**src/hw/rtl/diff_drive_odometry_integrator_core_assert.svh**
```systemverilog
// ----------------------------------------------------------------------------
// odometry core assertion macros
// shared helpers for concurrent checks with asynchronous active-low reset
// ----------------------------------------------------------------------------
`ifndef DIFF_DRIVE_ODOMETRY_INTEGRATOR_CORE_ASSERT_SVH
`define DIFF_DRIVE_ODOMETRY_INTEGRATOR_CORE_ASSERT_SVH

// property must hold at every clock edge outside reset
`define DDO_ASSERT(lbl, clk, rstn, prop, msg) \
  lbl: assert property (@(posedge clk) disable iff (!rstn) (prop)) else $error(msg);

// condition must never be seen outside reset
`define DDO_ASSERT_NEVER(lbl, clk, rstn, cond, msg) \
  `DDO_ASSERT(lbl, clk, rstn, !(cond), msg)

`endif

```
**src/hw/rtl/ddo_pkg.sv**
```systemverilog
// ----------------------------------------------------------------------------
// ddo_pkg
// shared constants, types and the arc tangent table of the odometry core
// ----------------------------------------------------------------------------
package ddo_pkg;

  localparam int CordicSteps = 16;
  localparam int CordicStepW = $clog2(CordicSteps);

  localparam int AngW  = 36;  // q.30 angle inside the rotator
  localparam int CsW   = 34;  // q.30 sine and cosine
  localparam int DivW  = 37;  // divider magnitude width
  localparam int DivSW = DivW + 1;
  localparam int MulAW = 34;
  localparam int MulBW = 36;
  localparam int ProdW = MulAW + MulBW;
  localparam int PosW  = 44;
  localparam int CfgIdxW = 8;

  localparam logic signed [AngW-1:0]  PiQ30     = 36'sd3373259426;
  localparam logic signed [AngW-1:0]  HalfPiQ30 = 36'sd1686629713;
  localparam logic signed [AngW-1:0]  TwoPiQ30  = 36'sd6746518852;
  localparam logic signed [CsW-1:0]   GainQ30   = 34'sd652032874;
  localparam logic signed [DivSW-1:0] TwoPiQ16  = 38'sd411775;

  localparam logic [CfgIdxW-1:0] CfgWheelSep = 8'd0;
  localparam logic [CfgIdxW-1:0] CfgTimeStep = 8'd1;

  typedef enum logic [4:0] {
    ST_IDLE,
    ST_ALPHA,
    ST_ALPHA_W,
    ST_SC0,
    ST_SC0_W,
    ST_RAD,
    ST_RAD_W,
    ST_ARM,
    ST_HEAD,
    ST_HEAD_W,
    ST_SC1,
    ST_SC1_W,
    ST_MULX,
    ST_MULX_W,
    ST_MULY,
    ST_MULY_W,
    ST_DONE
  } ddo_state_e;

  // atan(2^-i) in q.30, rounded
  function automatic logic signed [AngW-1:0] atan_q30(input logic [4:0] idx);
    logic signed [AngW-1:0] t;
    case (idx)
      5'd0:    t = 36'sd843314857;
      5'd1:    t = 36'sd497837829;
      5'd2:    t = 36'sd263043837;
      5'd3:    t = 36'sd133525159;
      5'd4:    t = 36'sd67021687;
      5'd5:    t = 36'sd33543516;
      5'd6:    t = 36'sd16775851;
      5'd7:    t = 36'sd8388437;
      5'd8:    t = 36'sd4194283;
      5'd9:    t = 36'sd2097149;
      5'd10:   t = 36'sd1048576;
      5'd11:   t = 36'sd524288;
      5'd12:   t = 36'sd262144;
      5'd13:   t = 36'sd131072;
      5'd14:   t = 36'sd65536;
      5'd15:   t = 36'sd32768;
      5'd16:   t = 36'sd16384;
      5'd17:   t = 36'sd8192;
      5'd18:   t = 36'sd4096;
      5'd19:   t = 36'sd2048;
      5'd20:   t = 36'sd1024;
      5'd21:   t = 36'sd512;
      5'd22:   t = 36'sd256;
      5'd23:   t = 36'sd128;
      default: t = '0;
    endcase
    return t;
  endfunction

endpackage

```
**src/hw/rtl/ddo_div.sv**
```systemverilog
// ----------------------------------------------------------------------------
// ddo_div
// serial restoring signed divider, one quotient bit per cycle
// ----------------------------------------------------------------------------
module ddo_div
  import ddo_pkg::*;
(
  input  logic                    clk_i,
  input  logic                    rst_ni,
  input  logic                    start_i,
  input  logic signed [DivSW-1:0] dividend_i,
  input  logic signed [DivSW-1:0] divisor_i,
  output logic                    done_o,
  output logic signed [DivSW-1:0] quot_o,
  output logic signed [DivSW-1:0] rem_o
);

  localparam int CntW = $clog2(DivW + 1);

  logic            busy_q;
  logic            done_q;
  logic [CntW-1:0] cnt_q;
  logic [DivW:0]   rem_q;
  logic [DivW-1:0] quo_q;
  logic [DivW-1:0] den_q;
  logic            qneg_q;
  logic            rneg_q;

  logic [DivSW-1:0] n_abs;
  logic [DivSW-1:0] d_abs;
  logic [DivW:0]    trial;
  logic             fits;

  assign n_abs = dividend_i[DivSW-1] ? DivSW'(-dividend_i) : DivSW'(dividend_i);
  assign d_abs = divisor_i[DivSW-1] ? DivSW'(-divisor_i) : DivSW'(divisor_i);
  assign trial = {rem_q[DivW-1:0], quo_q[DivW-1]};
  assign fits  = trial >= {1'b0, den_q};

  always_ff @(posedge clk_i or negedge rst_ni) begin
    if (!rst_ni) begin
      busy_q <= 1'b0;
      done_q <= 1'b0;
      cnt_q  <= '0;
    end else begin
      done_q <= 1'b0;
      if (start_i) begin
        busy_q <= 1'b1;
        cnt_q  <= CntW'(DivW);
      end else if (busy_q) begin
        cnt_q <= cnt_q - 1'b1;
        if (cnt_q == CntW'(1)) begin
          busy_q <= 1'b0;
          done_q <= 1'b1;
        end
      end
    end
  end

  always_ff @(posedge clk_i) begin
    if (start_i) begin
      rem_q  <= '0;
      quo_q  <= n_abs[DivW-1:0];
      den_q  <= d_abs[DivW-1:0];
      qneg_q <= dividend_i[DivSW-1] ^ divisor_i[DivSW-1];
      rneg_q <= dividend_i[DivSW-1];
    end else if (busy_q) begin
      rem_q <= fits ? (trial - {1'b0, den_q}) : trial;
      quo_q <= {quo_q[DivW-2:0], fits};
    end
  end

  assign done_o = done_q;
  assign quot_o = qneg_q ? -$signed({1'b0, quo_q}) : $signed({1'b0, quo_q});
  assign rem_o  = rneg_q ? -$signed({1'b0, rem_q[DivW-1:0]})
                         : $signed({1'b0, rem_q[DivW-1:0]});

endmodule

```
**src/hw/rtl/ddo_mul.sv**
```systemverilog
// ----------------------------------------------------------------------------
// ddo_mul
// serial shift-add signed multiplier, one multiplier bit per cycle
// ----------------------------------------------------------------------------
module ddo_mul
  import ddo_pkg::*;
(
  input  logic                    clk_i,
  input  logic                    rst_ni,
  input  logic                    start_i,
  input  logic signed [MulAW-1:0] a_i,
  input  logic signed [MulBW-1:0] b_i,
  output logic                    done_o,
  output logic signed [ProdW-1:0] prod_o
);

  localparam int CntW = $clog2(MulBW + 1);

  logic             busy_q;
  logic             done_q;
  logic [CntW-1:0]  cnt_q;
  logic [MulAW:0]   hi_q;
  logic [MulBW-1:0] lo_q;
  logic [MulAW-1:0] ma_q;
  logic             neg_q;

  logic [MulAW-1:0] a_abs;
  logic [MulBW-1:0] b_abs;
  logic [MulAW:0]   sum;
  logic [ProdW-1:0] mag;

  assign a_abs = a_i[MulAW-1] ? MulAW'(-a_i) : MulAW'(a_i);
  assign b_abs = b_i[MulBW-1] ? MulBW'(-b_i) : MulBW'(b_i);
  assign sum   = lo_q[0] ? (hi_q + {1'b0, ma_q}) : hi_q;
  assign mag   = {hi_q[MulAW-1:0], lo_q};

  always_ff @(posedge clk_i or negedge rst_ni) begin
    if (!rst_ni) begin
      busy_q <= 1'b0;
      done_q <= 1'b0;
      cnt_q  <= '0;
    end else begin
      done_q <= 1'b0;
      if (start_i) begin
        busy_q <= 1'b1;
        cnt_q  <= CntW'(MulBW);
      end else if (busy_q) begin
        cnt_q <= cnt_q - 1'b1;
        if (cnt_q == CntW'(1)) begin
          busy_q <= 1'b0;
          done_q <= 1'b1;
        end
      end
    end
  end

  always_ff @(posedge clk_i) begin
    if (start_i) begin
      hi_q  <= '0;
      lo_q  <= b_abs;
      ma_q  <= a_abs;
      neg_q <= a_i[MulAW-1] ^ b_i[MulBW-1];
    end else if (busy_q) begin
      hi_q <= {1'b0, sum[MulAW:1]};
      lo_q <= {sum[0], lo_q[MulBW-1:1]};
    end
  end

  assign done_o = done_q;
  assign prod_o = neg_q ? -$signed(mag) : $signed(mag);

endmodule

```
**src/hw/rtl/ddo_cordic.sv**
```systemverilog
// ----------------------------------------------------------------------------
// ddo_cordic
// rotation-mode cordic, one micro-rotation per cycle after quadrant folding
// ----------------------------------------------------------------------------
module ddo_cordic
  import ddo_pkg::*;
(
  input  logic                  clk_i,
  input  logic                  rst_ni,
  input  logic                  start_i,
  input  logic signed [19:0]    angle_i,
  output logic                  done_o,
  output logic signed [CsW-1:0] sin_o,
  output logic signed [CsW-1:0] cos_o
);

  logic                   busy_q;
  logic                   done_q;
  logic [CordicStepW-1:0] step_q;
  logic signed [CsW-1:0]  x_q;
  logic signed [CsW-1:0]  y_q;
  logic signed [AngW-1:0] z_q;
  logic                   neg_q;

  logic signed [AngW-1:0] a0;
  logic signed [AngW-1:0] a1;
  logic signed [AngW-1:0] a2;
  logic                   fold;
  logic signed [CsW-1:0]  xs;
  logic signed [CsW-1:0]  ys;
  logic signed [AngW-1:0] t;

  // q3.16 to q.30, wrap into one turn, then fold into the right half plane
  always_comb begin
    a0 = {{(AngW - 34){angle_i[19]}}, angle_i, 14'b0};
    a1 = a0;
    if (a0 > PiQ30) begin
      a1 = a0 - TwoPiQ30;
    end else if (a0 < -PiQ30) begin
      a1 = a0 + TwoPiQ30;
    end
    a2   = a1;
    fold = 1'b0;
    if (a1 > HalfPiQ30) begin
      a2   = a1 - PiQ30;
      fold = 1'b1;
    end else if (a1 < -HalfPiQ30) begin
      a2   = a1 + PiQ30;
      fold = 1'b1;
    end
  end

  assign xs = x_q >>> step_q;
  assign ys = y_q >>> step_q;
  assign t  = atan_q30(5'(step_q));

  always_ff @(posedge clk_i or negedge rst_ni) begin
    if (!rst_ni) begin
      busy_q <= 1'b0;
      done_q <= 1'b0;
      step_q <= '0;
    end else begin
      done_q <= 1'b0;
      if (start_i) begin
        busy_q <= 1'b1;
        step_q <= '0;
      end else if (busy_q) begin
        step_q <= step_q + 1'b1;
        if (step_q == CordicStepW'(CordicSteps - 1)) begin
          busy_q <= 1'b0;
          done_q <= 1'b1;
        end
      end
    end
  end

  always_ff @(posedge clk_i) begin
    if (start_i) begin
      x_q   <= GainQ30;
      y_q   <= '0;
      z_q   <= a2;
      neg_q <= fold;
    end else if (busy_q) begin
      if (!z_q[AngW-1]) begin
        x_q <= x_q - ys;
        y_q <= y_q + xs;
        z_q <= z_q - t;
      end else begin
        x_q <= x_q + ys;
        y_q <= y_q - xs;
        z_q <= z_q + t;
      end
    end
  end

  assign done_o = done_q;
  assign sin_o  = neg_q ? -y_q : y_q;
  assign cos_o  = neg_q ? -x_q : x_q;

endmodule

```
**src/hw/rtl/diff_drive_odometry_integrator_core.sv**
```systemverilog
// ----------------------------------------------------------------------------
// diff_drive_odometry_integrator_core
// differential-drive odometry: arc integration of a planar pose per tick
// ----------------------------------------------------------------------------
// channel  | direction | contents
// s_axis   | in        | tdata: left_speed, right_speed
// m_axis   | out       | tdata: pos_x, pos_y, heading; tuser: saturated
// cfg      | in        | register index and write data, always ready
//
// a turning tick runs three divisions on the serial divider, two products on
// the shared shift-add multiplier and two passes of the 16-step cordic; a
// straight tick runs one division, one cordic pass and the two products.
// s_axis_tready is high only while the sequencer is idle.
// the result waits in an output register; a stalled m_axis holds the next
// tick in its last state until the register is free. rst_ni clears the pose.
// ----------------------------------------------------------------------------
`include "diff_drive_odometry_integrator_core_assert.svh"

module diff_drive_odometry_integrator_core
  import ddo_pkg::*;
(
  input  logic               clk_i,
  input  logic               rst_ni,
  input  logic               s_axis_tvalid,
  output logic               s_axis_tready,
  input  logic [31:0]        s_axis_tdata,   // left_speed, right_speed
  output logic               m_axis_tvalid,
  input  logic               m_axis_tready,
  output logic [87:0]        m_axis_tdata,   // pos_x, pos_y, heading, zero pad
  output logic               m_axis_tuser,   // saturated
  input  logic               cfg_valid_i,
  output logic               cfg_ready_o,
  input  logic [CfgIdxW-1:0] cfg_index_i,
  input  logic [15:0]        cfg_data_i
);

  localparam logic signed [ProdW-1:0] RndStraight = 70'sd1 <<< 41;
  localparam logic signed [ProdW-1:0] RndTurn     = 70'sd1 <<< 29;

  ddo_state_e state_q, state_d;

  logic [15:0] ws_q;
  logic [15:0] ts_q;
  logic signed [31:0] x_q;
  logic signed [31:0] y_q;
  logic signed [19:0] heading_q;
  logic               sat_q;
  logic               m_valid_q;
  logic [87:0]        m_data_q;
  logic               m_user_q;

  logic signed [32:0]       dl_q;
  logic signed [32:0]       dr_q;
  logic signed [DivSW-1:0]  alpha_q;
  logic signed [DivSW-1:0]  radius_q;
  logic signed [31:0]       arm_q;
  logic                     straight_q;
  logic signed [CsW-1:0]    s0_q;
  logic signed [CsW-1:0]    c0_q;

  logic                    div_start, div_done;
  logic signed [DivSW-1:0] div_n, div_d, div_quot, div_rem;
  logic                    cor_start, cor_done;
  logic signed [CsW-1:0]   cor_sin, cor_cos;
  logic                    mul_start, mul_done;
  logic signed [MulAW-1:0] mul_a;
  logic signed [MulBW-1:0] mul_b;
  logic signed [ProdW-1:0] mul_prod;

  logic [15:0]             ws_eff;
  logic                    in_acc;
  logic                    out_load;
  logic signed [PosW-1:0]  arm_sum;
  logic signed [ProdW-1:0] prod_rnd;
  logic signed [PosW-1:0]  delta;
  logic signed [PosW-1:0]  pos_new;
  logic [32:0]             arm_cl;
  logic [32:0]             pos_cl;

  // {saturated, value}
  function automatic logic [32:0] clamp32(input logic signed [PosW-1:0] v);
    logic [32:0] r;
    if (v > PosW'(64'sd2147483647)) begin
      r = {1'b1, 32'h7fff_ffff};
    end else if (v < PosW'(-64'sd2147483648)) begin
      r = {1'b1, 32'h8000_0000};
    end else begin
      r = {1'b0, v[31:0]};
    end
    return r;
  endfunction

  assign ws_eff        = (ws_q == '0) ? 16'd1 : ws_q;
  assign s_axis_tready = (state_q == ST_IDLE);
  assign in_acc        = s_axis_tvalid && s_axis_tready;
  assign cfg_ready_o   = 1'b1;
  assign out_load      = (state_q == ST_DONE) && (!m_valid_q || m_axis_tready);

  assign arm_sum = PosW'(radius_q) + PosW'($signed({1'b0, ws_eff, 3'b000}));
  assign arm_cl  = clamp32(arm_sum);

  // round half up at full product width, then move by the scaled product
  assign prod_rnd = mul_prod + (straight_q ? RndStraight : RndTurn);
  assign delta    = PosW'(prod_rnd >>> (straight_q ? 42 : 30));

  always_comb begin
    pos_new = PosW'(x_q) + delta;
    if (state_q == ST_MULY_W) begin
      pos_new = straight_q ? (PosW'(y_q) + delta) : (PosW'(y_q) - delta);
    end
  end
  assign pos_cl = clamp32(pos_new);

  // sequencer and unit operand selection
  always_comb begin
    state_d   = state_q;
    div_start = 1'b0;
    cor_start = 1'b0;
    mul_start = 1'b0;
    div_n     = '0;
    div_d     = TwoPiQ16;
    mul_a     = straight_q ? MulAW'(dl_q) : MulAW'(arm_q);
    mul_b     = straight_q ? MulBW'(c0_q) : (MulBW'(cor_sin) - MulBW'(s0_q));
    case (state_q)
      ST_IDLE: begin
        if (in_acc) state_d = ST_ALPHA;
      end
      ST_ALPHA: begin
        div_start = 1'b1;
        state_d   = ST_ALPHA_W;
      end
      ST_ALPHA_W: begin
        if (div_done) state_d = ST_SC0;
      end
      ST_SC0: begin
        cor_start = 1'b1;
        state_d   = ST_SC0_W;
      end
      ST_SC0_W: begin
        if (cor_done) state_d = straight_q ? ST_MULX : ST_RAD;
      end
      ST_RAD: begin
        div_start = 1'b1;
        state_d   = ST_RAD_W;
      end
      ST_RAD_W: begin
        if (div_done) state_d = ST_ARM;
      end
      ST_ARM: begin
        state_d = ST_HEAD;
      end
      ST_HEAD: begin
        div_start = 1'b1;
        state_d   = ST_HEAD_W;
      end
      ST_HEAD_W: begin
        if (div_done) state_d = ST_SC1;
      end
      ST_SC1: begin
        cor_start = 1'b1;
        state_d   = ST_SC1_W;
      end
      ST_SC1_W: begin
        if (cor_done) state_d = ST_MULX;
      end
      ST_MULX: begin
        mul_start = 1'b1;
        state_d   = ST_MULX_W;
      end
      ST_MULX_W: begin
        if (mul_done) state_d = ST_MULY;
      end
      ST_MULY: begin
        mul_start = 1'b1;
        state_d   = ST_MULY_W;
      end
      ST_MULY_W: begin
        if (mul_done) state_d = ST_DONE;
      end
      ST_DONE: begin
        if (out_load) state_d = ST_IDLE;
      end
      default: begin
        state_d = ST_IDLE;
      end
    endcase

    case (state_q)
      ST_ALPHA: begin
        div_n = DivSW'(dr_q) - DivSW'(dl_q);
        div_d = DivSW'($signed({1'b0, ws_eff}));
      end
      ST_RAD: begin
        div_n = DivSW'(dl_q) <<< 4;
        div_d = alpha_q;
      end
      ST_HEAD: begin
        div_n = DivSW'(heading_q) + alpha_q;
        div_d = TwoPiQ16;
      end
      default: begin
        div_n = '0;
      end
    endcase

    if (state_q == ST_MULY) begin
      mul_b = straight_q ? MulBW'(s0_q) : (MulBW'(cor_cos) - MulBW'(c0_q));
    end
  end

  always_ff @(posedge clk_i or negedge rst_ni) begin
    if (!rst_ni) begin
      state_q <= ST_IDLE;
    end else begin
      state_q <= state_d;
    end
  end

  always_ff @(posedge clk_i or negedge rst_ni) begin
    if (!rst_ni) begin
      ws_q      <= 16'd4096;
      ts_q      <= 16'd3277;
      x_q       <= '0;
      y_q       <= '0;
      heading_q <= '0;
      sat_q     <= 1'b0;
      m_valid_q <= 1'b0;
    end else begin
      if (cfg_valid_i && cfg_ready_o) begin
        case (cfg_index_i)
          CfgWheelSep: ws_q <= cfg_data_i;
          CfgTimeStep: ts_q <= cfg_data_i;
          default: ;
        endcase
      end
      if (in_acc) sat_q <= 1'b0;
      if ((state_q == ST_ARM) && arm_cl[32]) sat_q <= 1'b1;
      if ((state_q == ST_HEAD_W) && div_done) heading_q <= div_rem[19:0];
      if ((state_q == ST_MULX_W) && mul_done) begin
        x_q <= pos_cl[31:0];
        if (pos_cl[32]) sat_q <= 1'b1;
      end
      if ((state_q == ST_MULY_W) && mul_done) begin
        y_q <= pos_cl[31:0];
        if (pos_cl[32]) sat_q <= 1'b1;
      end
      if (out_load) begin
        m_valid_q <= 1'b1;
      end else if (m_axis_tready) begin
        m_valid_q <= 1'b0;
      end
    end
  end

  always_ff @(posedge clk_i) begin
    if (in_acc) begin
      dl_q <= 33'($signed(s_axis_tdata[15:0]) * $signed({1'b0, ts_q}));
      dr_q <= 33'($signed(s_axis_tdata[31:16]) * $signed({1'b0, ts_q}));
    end
    if ((state_q == ST_ALPHA_W) && div_done) begin
      alpha_q    <= div_quot;
      straight_q <= (div_quot == '0);
    end
    if ((state_q == ST_SC0_W) && cor_done) begin
      s0_q <= cor_sin;
      c0_q <= cor_cos;
    end
    if ((state_q == ST_RAD_W) && div_done) radius_q <= div_quot;
    if (state_q == ST_ARM) arm_q <= arm_cl[31:0];
    if (out_load) begin
      m_data_q <= {4'b0000, heading_q, y_q, x_q};
      m_user_q <= sat_q;
    end
  end

  assign m_axis_tvalid = m_valid_q;
  assign m_axis_tdata  = m_data_q;
  assign m_axis_tuser  = m_user_q;

  ddo_div u_div (
    .clk_i      (clk_i),
    .rst_ni     (rst_ni),
    .start_i    (div_start),
    .dividend_i (div_n),
    .divisor_i  (div_d),
    .done_o     (div_done),
    .quot_o     (div_quot),
    .rem_o      (div_rem)
  );

  ddo_cordic u_cordic (
    .clk_i   (clk_i),
    .rst_ni  (rst_ni),
    .start_i (cor_start),
    .angle_i (heading_q),
    .done_o  (cor_done),
    .sin_o   (cor_sin),
    .cos_o   (cor_cos)
  );

  ddo_mul u_mul (
    .clk_i   (clk_i),
    .rst_ni  (rst_ni),
    .start_i (mul_start),
    .a_i     (mul_a),
    .b_i     (mul_b),
    .done_o  (mul_done),
    .prod_o  (mul_prod)
  );

  `DDO_ASSERT(a_heading_range, clk_i, rst_ni, (heading_q <= 20'sd411774) && (heading_q >= -20'sd411774), "heading left its range")
  `DDO_ASSERT(a_out_from_done, clk_i, rst_ni, $rose(m_valid_q) |-> $past(state_q == ST_DONE), "result shown outside done")
  `DDO_ASSERT(a_div_done_wait, clk_i, rst_ni, div_done |-> (state_q == ST_ALPHA_W || state_q == ST_RAD_W || state_q == ST_HEAD_W), "divider finished unexpectedly")
  `DDO_ASSERT(a_accept_starts, clk_i, rst_ni, in_acc |=> (state_q == ST_ALPHA), "accepted request did not start")
  `DDO_ASSERT_NEVER(a_units_overlap, clk_i, rst_ni, cor_done && mul_done, "cordic and multiplier overlap")

endmodule
```
**config.mk**
```make
export PLATFORM = sky130hd
export DESIGN_NAME = diff_drive_odometry_integrator_core
export DESIGN_NICKNAME = d
export VERILOG_FILES = /design/src/hw/rtl/ddo_pkg.sv /design/src/hw/rtl/ddo_div.sv /design/src/hw/rtl/ddo_mul.sv /design/src/hw/rtl/ddo_cordic.sv /design/src/hw/rtl/diff_drive_odometry_integrator_core.sv
export VERILOG_INCLUDE_DIRS = /design/src /design/src/hw/rtl
export SDC_FILE = /design/constraint.sdc
export NUM_CORES = 2
export LEC_CHECK = 0
export BUFFER_PORTS_ARGS = -buffer_cell sky130_fd_sc_hd__buf_2
export CAP_MARGIN = 20
export CORE_AREA = 10 10 442 444
export DETAILED_ROUTE_END_ITERATION = 8
export DIE_AREA = 0 0 452 454
export SLEW_MARGIN = 5
export SYNTH_ARGS = -nofsm -noshare
export SYNTH_HDL_FRONTEND = slang
export SYNTH_SLANG_ARGS = --single-unit
```
**constraint.sdc**
```tcl
create_clock -name clk_i -period 17.82 [get_ports clk_i]
set_input_delay 2.673 -clock clk_i [delete_from_list [all_inputs] [get_ports clk_i]]
set_output_delay 2.673 -clock clk_i [all_outputs]
set_load 0.01 [all_outputs]
```
==> key figures <==
Worst setup path
  – CP max stage delay: 0.97 ns
  – Slowest library cell on the worst path: nor2_1
  – Worst path arrival time: 13.17 ns
  – Worst Path Max Fanout: 34
  – CP Class: flip-flop to flip-flop
  – Critical Path End Type: flip-flop
  – R2R cell count: 34
  – Worst EP required: around 18 ns
  – CP Launch Type: flip-flop

Final layout
  – Layout fillers: 17900
  – Area Overhead vs Synth: 7.08%
  – Final Cell Area: 91400 sq um
  – Post-layout util: 0.490
  – Layout cells sized above 1: 0.0831
  – Layout Nets: ~11000

Power and ir drop
  – Max IR drop VDD: 0.000157 V
  – Leak pwr: 0.0401 uW
  – PD cells: 201 nW/um^2

Clock tree
  – Root buf cell: clkbuf_16
  – Postcts setup bufs: 0
  – Max Root-Sink Buffers: 3
  – Clk slew on worst S/H paths: 0.06 ns
  – Hold Buf Count CTS: 0
  – Resized cells post-CTS: 0
  – CTS buffer count: between 90 and 100
  – Worst skew pair latency: 0.75 ns
  – Clock sink total: a little under 800
  – H-tree Lvls: 3
  – CTS tree: built

Die
  – # IOs: 153
  – Core Box Area: between 150000 and 200000 sq um
  – Die span in y: 454 um
  – Die Width: 452 um
  – Initial core utilization: 0.458
  – Die area: just over 200000 sq um
  – Row count: 159

Detailed routing
  – Met1 WL: 111 mm
  – Drc violations: 0
  – Met2 wire length: 121 mm
  – Vias: 71100
  – Top sig layer: met5
  – Met3 WL: ~14 mm
  – Routed Antenna Nets: 0
  – Wirelength per Cell: 20.8 um
  – DR iter-0 viols: 5230
  – Post-DR vias/cell: just under 6
  – TritonRoute pass-1 iters: 5
  – Routed wire length: 253 mm

Synth
  – Post-synth EDFFs: a little over 500
  – Synth Cell Area: 85400 sq um
  – Count leader, synth: nand2_1
  – Async SR Flop Fraction: 0.182
  – Synth Flop Type: edfxtp_1
  – Synth top cells by count: nand2_1, inv_1, ha_1, nor2_1, a21oi_1
  – Top-area cell type share of the netlist area: 0.180
  – Post-synth top area cell: edfxtp_1
  – Yosys cell types: 124
  – Register area share after synthesis: 0.255
  – Yosys warns: 0
  – Gate count after technology mapping: 9748
  – Main area contributors after synthesis: edfxtp_1, ha_1, fa_1
  – Seq cells post-synth: 796
  – Syn avg cell area: 8.76 sq um

Placement
  – Routability Congestion: 0.923
  – Dpl cell area: a little under 90000 sq um
  – Port Buffers: approximately 150
  – Hpwl dp: 195 mm

Outcome
  – Outcome: finished clean

STA
  – Final hold violations: 0
  – Slew HR: 0.220
  – WHS: between 0.4 and 0.5 ns
  – Tightest Pin Transition: approximately 1.2 ns
  – Setup TNS: 0 ns
  – RSZ-0062 raised after global routing: no
  – Slew Limit Fails: 0
  – Setup violators final: 0
  – FMAX: around 80 MHz
  – Fin crit share: 0.705
  – Clock Skews: between 0.02 and 0.03 ns
  – Post-route minimum period: 12.56 ns

GRT
  – Vias in the first global route: approximately 70000
  – First-pass GRT wire length: 399 mm
  – GRT Util Overall: 0.241
  – Grt ovf: 0
  – Largest net degree at the start of global routing: 89
  – Initial antenna violation count: 10

Run
  – Max_cap viols: 0

Worst hold path
  – Hold path depth: 0
  – Hold Crit Class: flip-flop to flip-flop
-- worst paths after layout --
kind                                from               end  slack, ns
min                              x_q[30]  m_axis_tdata[30]       0.49
min in group asynchronous         rst_ni           x_q[31]       1.91
max reg2reg                u_mul.lo_q[0]            x_q[2]       5.26
min reg2reg                      x_q[30]  m_axis_tdata[30]       0.49
max in group asynchronous         rst_ni           ts_q[9]      14.60
max                        u_mul.lo_q[0]            x_q[2]       5.26
-- cell families (layout without fill, tap and decap cells) --
family	count (synthesis)	in the layout	share of synthesized area
AOI/OAI and AO/OA	2242	2242	0.168
other	2	7	0.0000880
buffers and inverters	1298	1218	0.0582
DFF	796	796	0.255
xor gates and xnor gates	876	876	0.0902
and+or+nand+nor	3077	3077	0.177
muxes	360	360	0.0552
adders and majority gates	1097	1097	0.196
-- worst max-delay path, delay by kind of cell (launching register included) --
family	cells	cell delay [ns]
AOI/OAI and AO/OA	15	5.17
and+or+nand+nor	11	4.28
xor gates and xnor gates	3	0.90
buffers and inverters	2	0.80
muxes	2	0.43
adders and majority gates	1	0.37
DFF	1	0.35
-- area by class of cell --
class | count | area (sq um) | area share
flip-flops and latches | 796 | 21800 | 0.239
clock inverters | 48 | 629 | 0.00688
well taps | 2495 | 3120 | 0.0341
inverters | 815 | 3060 | 0.0335
multi-input cells | 7658 | 58800 | 0.643
repair buffers | 222 | 1330 | 0.0145
diodes | 1 | 2.50 | 0.0000274
clock buffers | 133 | 2720 | 0.0298
-- layout by cell type, fill, tap and decap left out, types with 64 or more instances in the layout --
| cell | Yosys | layout |
|---|---|---|
| xor2_1 | 289 | 289 |
| a31oi_1 | 92 | 92 |
| a21oi_1 | 607 | 605 |
| mux2i_1 | 164 | 164 |
| xnor2_1 | 583 | 583 |
| or2_2 | 67 | 67 |
| nand3_1 | 167 | 165 |
| nand2b_1 | 117 | 116 |
| o21ai_0 | 601 | 600 |
| o21a_1 | 80 | 80 |
| o21bai_1 | 66 | 66 |
| clkbuf_16 | 0 | 98 |
| nor4_1 | 64 | 64 |
| inv_1 | 810 | 805 |
| dfrtp_1 | 137 | 128 |
| buf_2 | 12 | 147 |
| nor2_1 | 652 | 649 |
| a21o_1 | 179 | 179 |
| and2_1 | 246 | 246 |
| ha_1 | 698 | 698 |
| dfxtp_1 | 139 | 139 |
| fa_1 | 399 | 399 |
| mux4_2 | 77 | 77 |
| mux2_2 | 119 | 119 |
| edfxtp_1 | 512 | 512 |
| nor2b_1 | 91 | 90 |
| and3_1 | 105 | 104 |
| a211oi_1 | 78 | 78 |
| nor3_1 | 190 | 188 |
| or3_1 | 82 | 81 |
| nand2_1 | 1038 | 1036 |
| buf_4 | 10 | 73 |
| o31ai_1 | 89 | 89 |
-- registers in the layout, summed over array words and instances (netlist names), 36 cells and up --
register and flops:
u_mul.lo_q 36, radius_q 38, u_div.quo_q 37, m_axis_tdata 84, alpha_q 38, u_div.den_q 37
u_cordic.z_q 36, u_div.rem_q 37
-- routing by layer --
layer | up-vias | global-route usage
li1 | 34000 | -
met1 | 34600 | 0.318
met2 | 2071 | 0.408
met3 | 422 | 0.0293
met4 | 8 | 0.0807
met5 | - | 0
-- report_power, final --
part	leakage (uW)	total, uW	switching (uW)	internal, uW
registers	0.00789	3550	779	2770
clock network	0.00164	2110	886	1230
logic	0.0305	12700	7290	5380
total	0.0401	18300	8960	9380
-- per-stage QoR --
step | power [uW] | cells | worst slack, ns
5_1_grt | 20100 | 12200 | 4.49
4_1_cts | 18400 | 12200 | 5.42
3_5_place_dp | 16100 | 12000 | 5.43
6_report | 18300 | 12200 | 5.26
3_3_place_gp | 15900 | 12000 | 5.57
2_1_floorplan | 13300 | 9752 | 6.16
No activity file was read; power rests on OpenSTA's default activity.
